<file path="config.mk">
export PLATFORM = sky130hd
export DESIGN_NAME = calendar_date_add_days_core
export DESIGN_NICKNAME = d
export VERILOG_FILES = /design/src/hdl/cdad_pkg.sv /design/src/hdl/cdad_alu.sv /design/src/hdl/calendar_date_add_days_core.sv
export SDC_FILE = /design/constraint.sdc
export NUM_CORES = 1
export LEC_CHECK = 0
export BUFFER_PORTS_ARGS = -buffer_cell sky130_fd_sc_hd__buf_2
export CORE_MARGIN = 8
export CORE_UTILIZATION = 55
export DETAILED_ROUTE_END_ITERATION = 6
export GPL_TIMING_DRIVEN = 0
export PLACE_DENSITY_LB_ADDON = 0.1
export RECOVER_POWER = 100
export SYNTH_ARGS = -nofsm -noshare
export SYNTH_HDL_FRONTEND = slang
export SYNTH_SLANG_ARGS = --single-unit
</file>
<file path="constraint.sdc">
create_clock -name clk -period 7.4 [get_ports clk]
set_clock_uncertainty 0.05 [all_clocks]
set_input_delay 1.11 -clock clk [delete_from_list [all_inputs] [get_ports clk]]
set_output_delay 1.11 -clock clk [all_outputs]
set_load 0.01 [all_outputs]
</file>
<file path="src/hdl/cdad_pkg.sv">
package cdad_pkg;

  localparam int REM_W = 17;

  localparam logic [13:0] YEAR_MIN = 14'd1;
  localparam logic [13:0] YEAR_MAX = 14'd9999;
  localparam logic [8:0]  CYCLE_YEARS = 9'd400;
  localparam logic [8:0]  CYCLE_LAST = 9'd399;
  localparam logic [3:0]  MONTH_FIRST = 4'd1;
  localparam logic [3:0]  MONTH_LAST = 4'd12;
  localparam logic [4:0]  DAY_LAST_DEC = 5'd31;

  typedef enum logic [2:0] {
    ST_IDLE,
    ST_MOD,
    ST_PREP,
    ST_YEAR,
    ST_MONTH,
    ST_DONE
  } state_t;

  typedef enum logic {
    ALU_ADD,
    ALU_SUB
  } alu_op_t;

  typedef struct packed {
    alu_op_t    op;
    logic [8:0] operand;
  } alu_req_t;

  typedef struct packed {
    logic signed [REM_W-1:0] sum;
    logic                    neg;
  } alu_rsp_t;

  // leap test on the year taken modulo 400
  function automatic logic leap_of(input logic [8:0] r);
    return (r[1:0] == 2'b00) && (r != 9'd100) && (r != 9'd200) && (r != 9'd300);
  endfunction

  function automatic logic [4:0] month_len(input logic [3:0] m, input logic leap);
    logic [4:0] len;
    unique case (m)
      4'd2:                      len = leap ? 5'd29 : 5'd28;
      4'd4, 4'd6, 4'd9, 4'd11:   len = 5'd30;
      default:                   len = 5'd31;
    endcase
    return len;
  endfunction

  // days in the months before month m of a common year
  function automatic logic [8:0] days_before(input logic [3:0] m);
    logic [8:0] n;
    unique case (m)
      4'd2:    n = 9'd31;
      4'd3:    n = 9'd59;
      4'd4:    n = 9'd90;
      4'd5:    n = 9'd120;
      4'd6:    n = 9'd151;
      4'd7:    n = 9'd181;
      4'd8:    n = 9'd212;
      4'd9:    n = 9'd243;
      4'd10:   n = 9'd273;
      4'd11:   n = 9'd304;
      4'd12:   n = 9'd334;
      default: n = 9'd0;
    endcase
    return n;
  endfunction

  function automatic logic [8:0] year_len(input logic leap);
    return leap ? 9'd366 : 9'd365;
  endfunction

endpackage

</file>
<file path="src/hdl/cdad_alu.sv">
module cdad_alu import cdad_pkg::*; (
  input  logic signed [REM_W-1:0] rem,
  input  alu_req_t                req,
  output alu_rsp_t                rsp
);

  logic signed [REM_W-1:0] opnd;

  assign opnd = $signed({{(REM_W-9){1'b0}}, req.operand});

  always_comb begin
    unique case (req.op)
      ALU_ADD: rsp.sum = rem + opnd;
      ALU_SUB: rsp.sum = rem - opnd;
      default: rsp.sum = rem;
    endcase
    rsp.neg = rsp.sum[REM_W-1];
  end

endmodule

</file>
<file path="src/hdl/calendar_date_add_days_core.sv">
// the shared adder first reduces the year modulo 400, then adds the day of year of the start
// date to the offset, then crosses one year per cycle (forward or back) and finally one
// month per cycle
// throughput: one item at a time; in_ready is high only while the sequencer is idle,
// a finished result waits in the output register without blocking the next transfer
// reset: synchronous rst clears the sequencer and the output valid flag
module calendar_date_add_days_core import cdad_pkg::*; (
  input  logic               clk,
  input  logic               rst,
  input  logic               in_valid,
  output logic               in_ready,
  input  logic [4:0]         day_in,
  input  logic [3:0]         month_in,
  input  logic [13:0]        year_in,
  input  logic signed [15:0] day_offset,
  output logic               out_valid,
  input  logic               out_ready,
  output logic [4:0]         day_out,
  output logic [3:0]         month_out,
  output logic [13:0]        year_out,
  output logic               input_valid,
  output logic               range_overflow
);

  state_t st, st_next;

  logic signed [15:0]      off;
  logic [4:0]              d_raw;
  logic [4:0]              d_res, d_res_next;
  logic [3:0]              mon, mon_next;
  logic [13:0]             yr, yr_next;
  logic [8:0]              r400, r400_next;
  logic signed [REM_W-1:0] rem, rem_next;
  logic                    vld, vld_next;
  logic                    ovf, ovf_next;

  alu_req_t alu_req;
  alu_rsp_t alu_rsp;

  logic       in_xfer;
  logic       out_load;
  logic [3:0] mon_clamp;
  logic [13:0] yr_clamp;
  logic       leap_cur, leap_prev;
  logic [8:0] r_prev, r_succ;
  logic [4:0] len_cur, d_clamp;
  logic [8:0] doy;

  cdad_alu u_alu (
    .rem (rem),
    .req (alu_req),
    .rsp (alu_rsp)
  );

  assign in_ready = (st == ST_IDLE);
  assign in_xfer  = in_valid && in_ready;
  assign out_load = (st == ST_DONE) && (!out_valid || out_ready);

  always_comb begin
    mon_clamp = month_in;
    if (month_in < MONTH_FIRST) mon_clamp = MONTH_FIRST;
    if (month_in > MONTH_LAST)  mon_clamp = MONTH_LAST;
    yr_clamp = year_in;
    if (year_in < YEAR_MIN) yr_clamp = YEAR_MIN;
    if (year_in > YEAR_MAX) yr_clamp = YEAR_MAX;
  end

  assign leap_cur  = leap_of(r400);
  assign r_prev    = (r400 == 9'd0) ? CYCLE_LAST : r400 - 9'd1;
  assign r_succ    = (r400 == CYCLE_LAST) ? 9'd0 : r400 + 9'd1;
  assign leap_prev = leap_of(r_prev);
  assign len_cur   = month_len(mon, leap_cur);

  always_comb begin
    d_clamp = d_raw;
    if (d_raw == 5'd0)   d_clamp = 5'd1;
    if (d_raw > len_cur) d_clamp = len_cur;
  end

  // zero-based day of year of the clamped start date
  assign doy = days_before(mon) + {8'd0, leap_cur && (mon > 4'd2)} + {4'd0, d_clamp} - 9'd1;

  // next state
  always_comb begin
    st_next = st;
    unique case (st)
      ST_IDLE:  if (in_xfer) st_next = ST_MOD;
      ST_MOD:   if (alu_rsp.neg) st_next = ST_PREP;
      ST_PREP:  st_next = ST_YEAR;
      ST_YEAR: begin
        if (rem[REM_W-1]) begin
          if (yr == YEAR_MIN) st_next = ST_DONE;
        end else if (alu_rsp.neg) begin
          st_next = ST_MONTH;
        end else if (yr == YEAR_MAX) begin
          st_next = ST_DONE;
        end
      end
      ST_MONTH: if (mon == MONTH_LAST || alu_rsp.neg) st_next = ST_DONE;
      ST_DONE:  if (out_load) st_next = ST_IDLE;
      default:  st_next = ST_IDLE;
    endcase
  end

  // datapath control
  always_comb begin
    alu_req    = '{op: ALU_SUB, operand: CYCLE_YEARS};
    rem_next   = rem;
    r400_next  = r400;
    yr_next    = yr;
    mon_next   = mon;
    d_res_next = d_res;
    vld_next   = vld;
    ovf_next   = ovf;
    unique case (st)
      ST_IDLE: begin
        if (in_xfer) begin
          mon_next = mon_clamp;
          yr_next  = yr_clamp;
          vld_next = (month_in >= MONTH_FIRST) && (month_in <= MONTH_LAST) &&
                     (year_in >= YEAR_MIN) && (year_in <= YEAR_MAX);
          ovf_next = 1'b0;
          rem_next = $signed({{(REM_W-14){1'b0}}, yr_clamp});
        end
      end
      ST_MOD: begin
        if (alu_rsp.neg) begin
          r400_next = rem[8:0];
          rem_next  = $signed({{(REM_W-16){off[15]}}, off});
        end else begin
          rem_next = alu_rsp.sum;
        end
      end
      ST_PREP: begin
        alu_req  = '{op: ALU_ADD, operand: doy};
        rem_next = alu_rsp.sum;
        mon_next = MONTH_FIRST;
        vld_next = vld && (d_raw != 5'd0) && (d_raw <= len_cur);
      end
      ST_YEAR: begin
        if (rem[REM_W-1]) begin
          alu_req = '{op: ALU_ADD, operand: year_len(leap_prev)};
          if (yr == YEAR_MIN) begin
            ovf_next   = 1'b1;
            d_res_next = 5'd1;
            mon_next   = MONTH_FIRST;
          end else begin
            yr_next   = yr - 14'd1;
            r400_next = r_prev;
            rem_next  = alu_rsp.sum;
          end
        end else begin
          alu_req = '{op: ALU_SUB, operand: year_len(leap_cur)};
          if (!alu_rsp.neg) begin
            if (yr == YEAR_MAX) begin
              ovf_next   = 1'b1;
              d_res_next = DAY_LAST_DEC;
              mon_next   = MONTH_LAST;
            end else begin
              yr_next   = yr + 14'd1;
              r400_next = r_succ;
              rem_next  = alu_rsp.sum;
            end
          end
        end
      end
      ST_MONTH: begin
        alu_req = '{op: ALU_SUB, operand: {4'd0, len_cur}};
        if (mon == MONTH_LAST || alu_rsp.neg) begin
          d_res_next = rem[4:0] + 5'd1;
        end else begin
          rem_next = alu_rsp.sum;
          mon_next = mon + 4'd1;
        end
      end
      ST_DONE: begin
      end
      default: begin
      end
    endcase
  end

  always_ff @(posedge clk) begin
    if (rst) begin
      st <= ST_IDLE;
    end else begin
      st <= st_next;
    end
  end

  always_ff @(posedge clk) begin
    rem   <= rem_next;
    r400  <= r400_next;
    yr    <= yr_next;
    mon   <= mon_next;
    d_res <= d_res_next;
    vld   <= vld_next;
    ovf   <= ovf_next;
    if (in_xfer) begin
      off   <= day_offset;
      d_raw <= day_in;
    end
  end

  // output register, loaded once the previous result has been transferred
  always_ff @(posedge clk) begin
    if (rst) begin
      out_valid <= 1'b0;
    end else if (out_load) begin
      out_valid <= 1'b1;
    end else if (out_ready) begin
      out_valid <= 1'b0;
    end
  end

  always_ff @(posedge clk) begin
    if (out_load) begin
      day_out        <= d_res;
      month_out      <= mon;
      year_out       <= yr;
      input_valid    <= vld;
      range_overflow <= ovf;
    end
  end

  a_r400_bound: assert property (@(posedge clk) disable iff (rst)
    (st == ST_YEAR || st == ST_MONTH) |-> (r400 < CYCLE_YEARS))
    else $error("year residue out of range");

  a_month_walk_range: assert property (@(posedge clk) disable iff (rst)
    (st == ST_MONTH) |-> (!rem[REM_W-1] && (rem < 17'sd366)))
    else $error("day of year out of range during month walk");

  a_result_date: assert property (@(posedge clk) disable iff (rst)
    out_valid |-> (day_out >= 5'd1) && (month_out >= MONTH_FIRST) &&
                  (month_out <= MONTH_LAST) && (year_out >= YEAR_MIN) &&
                  (year_out <= YEAR_MAX))
    else $error("result date out of range");

  a_overflow_limit: assert property (@(posedge clk) disable iff (rst)
    (out_valid && range_overflow) |->
      ((year_out == YEAR_MIN && month_out == MONTH_FIRST && day_out == 5'd1) ||
       (year_out == YEAR_MAX && month_out == MONTH_LAST && day_out == DAY_LAST_DEC)))
    else $error("saturated result is not a range limit");

endmodule
</file>
* Yosys cells after proc, flatten, opt, wreduce, memory -nomap -nowiden
Memories as Yosys holds them, arrays and structs flattened. A register that Yosys moved wholly into a read port is not among the register bits. Cells that the tools add are included. Widths: inputs -> output; s select.
Word-level totals: logic and storage cells 180, memory bits (read-only) 144, memories 1, flip-flop bits (word level) 101
Cells by class: reductions and logical operators 40, mux-type cells 68, bitwise logic cells 1, $lt $le $gt $ge 11, eq/ne operators 31, $add $sub $neg 11
Memory list:
- (no name shown) | depth 16, bits a word 9, rd ports 1, clocked after Yosys merged registers in 1, write ports 0, line cdad_pkg.sv:55 | unique case (m)
Operators by type and width (count):
- $mux 14 | 7
- $mux 17 | 5
- $pmux 17 s5 | 1
- $mux 9 | 7
- $mux 4 | 9
- $mux 5 | 7
- $pmux 17 s2 | 1
- $mux 16 | 2
- $pmux 10 s3 | 1
- $pmux 14 s2 | 1
- $mux 3 | 8
- $reduce_and 5->1 | 4
- $ne 9x7->1 const B | 2
- $ne 9x8->1 const B | 2
- $ne 9x9->1 const B | 2
- $pmux 3 s6 | 1
- $pmux 9 s2 | 1
- $reduce_and 6->1 | 3
- $sub 9x1->9 const B | 2
- $add 17x10->17 | 1
- $sub 17x10->17 | 1
- $pmux 4 s4 | 1
- $ne 3x3->1 const B | 5
- $add 14x1->14 const B | 1
- other kinds (49) | 87

* Depth between registers and ports, before layout
depth in word-level cells 17, gate-level depth with buffers 40

* Modules after synthesis
Synthesis repeated with hierarchy kept, for this count alone.
Unflattened totals: cell total of the unflattened synthesis 823, area, all modules 7686.1 um^2
By module, submodules not included:
- calendar_date_add_days_core | cells each 665, area each 6586.3 um^2, instances 1, sequential area each 3173.0 um^2
- cdad_alu | cells each 158, area each 1099.8 um^2, instances 1, sequential area each 0.0 um^2

* Worst setup path after synthesis
Ideal clock, no wire load.
path kind reg2reg, from register r400[2], to register (tool-made name), arrival time 7500 ps, data required time 7228 ps, path slack -273 ps, stages on the path, launching flop included 36, period minus slack after synthesis 7673 ps, buffers on the path 1, setup time 122 ps, path through edfxtp_1 > buf_1 > nor4_1 > nand4_1 > nand2_1 > a21oi_1 > o21ai_0 > o21ai_0 > ha_1 > a2111oi_0 > o21ai_0 > o21ai_0 > o22ai_1 > ha_1 > inv_1 > ha_1 > inv_1 > fa_1 > nor2b_1 > o21ai_0 > a21boi_0 > nor2_1 > a2111oi_0 > a31oi_1 > xor2_1 > ha_1 > or4_4 > o221ai_4 > o21ai_2 > xor2_2 > o31ai_1 > nand2_1 > inv_1 > a21boi_0 > ha_1 > a311o_1
RTL lines:
- from (decl) | line calendar_date_add_days_core.sv:32 | logic [8:0] r400, r400_next;
- from (signal assigned) | line calendar_date_add_days_core.sv:193 | r400 <= r400_next;

==> impl_metrics.ini <==
[outcome]
status = complete, but fails checks
failed_checks = setup timing

[yosys]
synth_edf_count = 97
async_reset_ff_frac = 0
ys_warn_count = 0
yosys-top-cells-area = edfxtp_1 38%, ha_1 8.5%, a21oi_1 4.3%
yosysMostFrequentCell = edfxtp_1
synthCells = 834
ys_seq_elements = 110
syn_area_per_cell_um2 = 9.132
ys_top_cells_by_count = 97 x edfxtp_1, 81 x nor2_1, 71 x nand2_1, 65 x a21oi_1, 64 x o21ai_0
synth_ff_type = edfxtp_1
yosys.area.top_type = edfxtp_1
synth_cell_type_count = 69
yosysTopAreaCellShare = 0.3825
seq_area_frac_synth = 0.4166
syn-num-nets = 931
synth_area_um2 = 7616

[grt]
antenna_found_initial = 0
grt_busiest_layer = met2
grt_first_pass_wirelength_um = 38480
met1_usage = 0.3234
grt_use_total = 0.2719
grt_pass1_vias = 7186
grt_max_degree = 22
grt_use_met3 = 0.06664
use_met2 = 0.4448
grt-ovfl-total = 0

[final_layout]
drive_gt1_frac = 0.2989
finish.instance_area_um2 = 10350
layout.nets = 1119
antenna_cells = 0
area_delta_synth_final_pct = 35.96

[placement]
place_area_um2 = 8253
hpwlAfterDp_um = 16390
routabilityCongestion = 0.9294
preCtsSetupSlack_ns = -2.207
port_buffers = 69

[route]
drt_iter0_drc = 854
firstDrtPassIters = 5
wire_per_inst_um = 22.21
avgViaCountPerCell = 6.391
num_vias = 7714
drc = 0
ant_nets = 0
wl_um = 26810

[clock_tree]
cts_buffer_depth = 2
clkLatencyLatePin_ns = 0.36
clock-sinks = 110
cts.clk_slew.worst_paths_ns = 0.07
htreeDepth = 3
cts_hold_buf = 0
cts_tree = built
root_buffer = clkbuf_16
cts_inserted_buffers = 9

[die]
die_height_um = 133.7
rows = 43
core_area_um2 = 13720
die_x_um = 133.7
die_area_um2 = 17870
num_io_pins = 70
start_util = 0.5551

[job]
drv_cap = 0

[pwr]
power_leakage_nw = 4.001
worst_ir_drop_vdd_mv = 0.3727
pwr_density_cell_nw_per_um2 = 561.2

[critical_path]
crit_fanout = 5
worstSetupStartpointType = register
arrival_ns = 8.08
worstSetupPathType = reg -> reg
slowest_stage = edfxtp_1
path_buf_inv = 5
path_delay_family = compound AO/OA/AOI/OAI gates
end_kind = register
cpPeakStageDelay_ns = 0.45
cp.required_ns = 7.59

[timing]
finalCriticalPeriod_ns = 7.887
setup_viol = 70
drv_slew = 0
post-route-period-util = 1.066
setup_ws_ns = -0.4873
hold_viol = 0
rsz0062_at_grt = yes
slew_headroom = 0.2898
clock.fmax_mhz = 126.8
worst_pin_slew_ns = 1.065

[hold_path]
hold_path_class = reg -> reg
[flip-flops by register name (all words and copies together), names as in the netlist, 5 cells and up, named ones only]
| register | cells |
|---|---|
| year_out | 14 |
| off | 16 |
| rem | 17 |
| yr | 14 |
| d_res | 5 |
| day_out | 5 |
| r400 | 9 |
| d_raw | 5 |
[placed cells by master, fill, tap and decap left out, types with 8 or more instances in the layout]
cell,netlist,final
a21oi_1,65,44
a21oi_2,0,15
buf_2,1,43
buf_4,0,92
buf_6,1,15
clkbuf_1,34,57
clkbuf_16,0,10
dfxtp_1,13,13
edfxtp_1,97,97
ha_1,52,33
ha_4,0,15
inv_1,62,57
mux2i_1,8,8
nand2_1,71,61
nand2_2,0,8
nand2b_1,10,8
nand3_1,24,21
nor2_1,81,75
nor3_1,30,25
nor4_1,12,9
o21ai_0,64,50
o21ai_2,1,8
or3_1,10,8
xnor2_1,35,33
xor2_1,18,18
[cell type report]
cell class                      instances  area (µm²)
Multi-Input combinational cell        622        5000
Fill cell                             911        3364
Sequential cell                       110        3173
Timing Repair Buffer                  183        1272
Inverter                               62       240.2
Clock buffer                           10       229.0
Tap cell                              180       225.2
Buffer                                 34       166.4
Clock inverter                          6       48.80
[final timing paths]
| kind | from | endpoint | slack, ns | cells past startpoint |
|---|---|---|---|---|
| worst max-delay path | r400[8] | register | -0.49 | 37 |
| worst max register to register | r400[8] | register | -0.49 | 37 |
| worst min-delay path | d_res[2] | day_out[2] | 0.38 | 0 |
| worst min register to register | d_res[2] | day_out[2] | 0.38 | 0 |
[per-layer routing]
metal | routed length [µm] | share of wire
met1 | 10170 | 0.38
met3 | 2345 | 0.087
met4 | 1564 | 0.058
met2 | 12730 | 0.47
met5 | 0 | 0
[what timing repair did]
item | CTS | global route
cloned | 0 | 2
setup endpoints to repair | 79 | 79
buffers inserted | 93 | 28
pin swaps | 51 | 84
gates resized for setup | 113 | 100
[stage by stage]
stage                     utilization  power (mW)  setup TNS, ns  cells  hold slack [ns]
after floorplan                     -       3.094              0    834           0.3503
after global placement         0.5987       3.657        -130.24   1083           0.3585
after detailed placement       0.6016       3.746        -133.00   1084           0.3633
after CTS                      0.7107       4.962        -0.4146   1186           0.3809
after global routing           0.7548       6.088         -29.82   1207           0.3885
final                          0.7548       5.811         -15.00   1207           0.3790
[kinds of logic (layout without fill, tap and decap cells)]
kind of cell | after synthesis | count (layout) | synth area share
compound gates | 223 | 223 | 0.1879
simple gates | 281 | 281 | 0.1768
buf+inv | 102 | 295 | 0.05142
xor+xnor | 54 | 54 | 0.06309
flops | 110 | 110 | 0.4166
fa+ha+maj | 54 | 54 | 0.09068
mux | 10 | 10 | 0.01347
[power by group]
part	total [mW]	switching, mW	internal, mW
clock	0.462	0.231	0.231
combinational	4.18	2.35	1.83
sequential	1.17	0.173	0.996
total	5.81	2.75	3.06
Note: power is estimated with default switching activity, not from simulation.
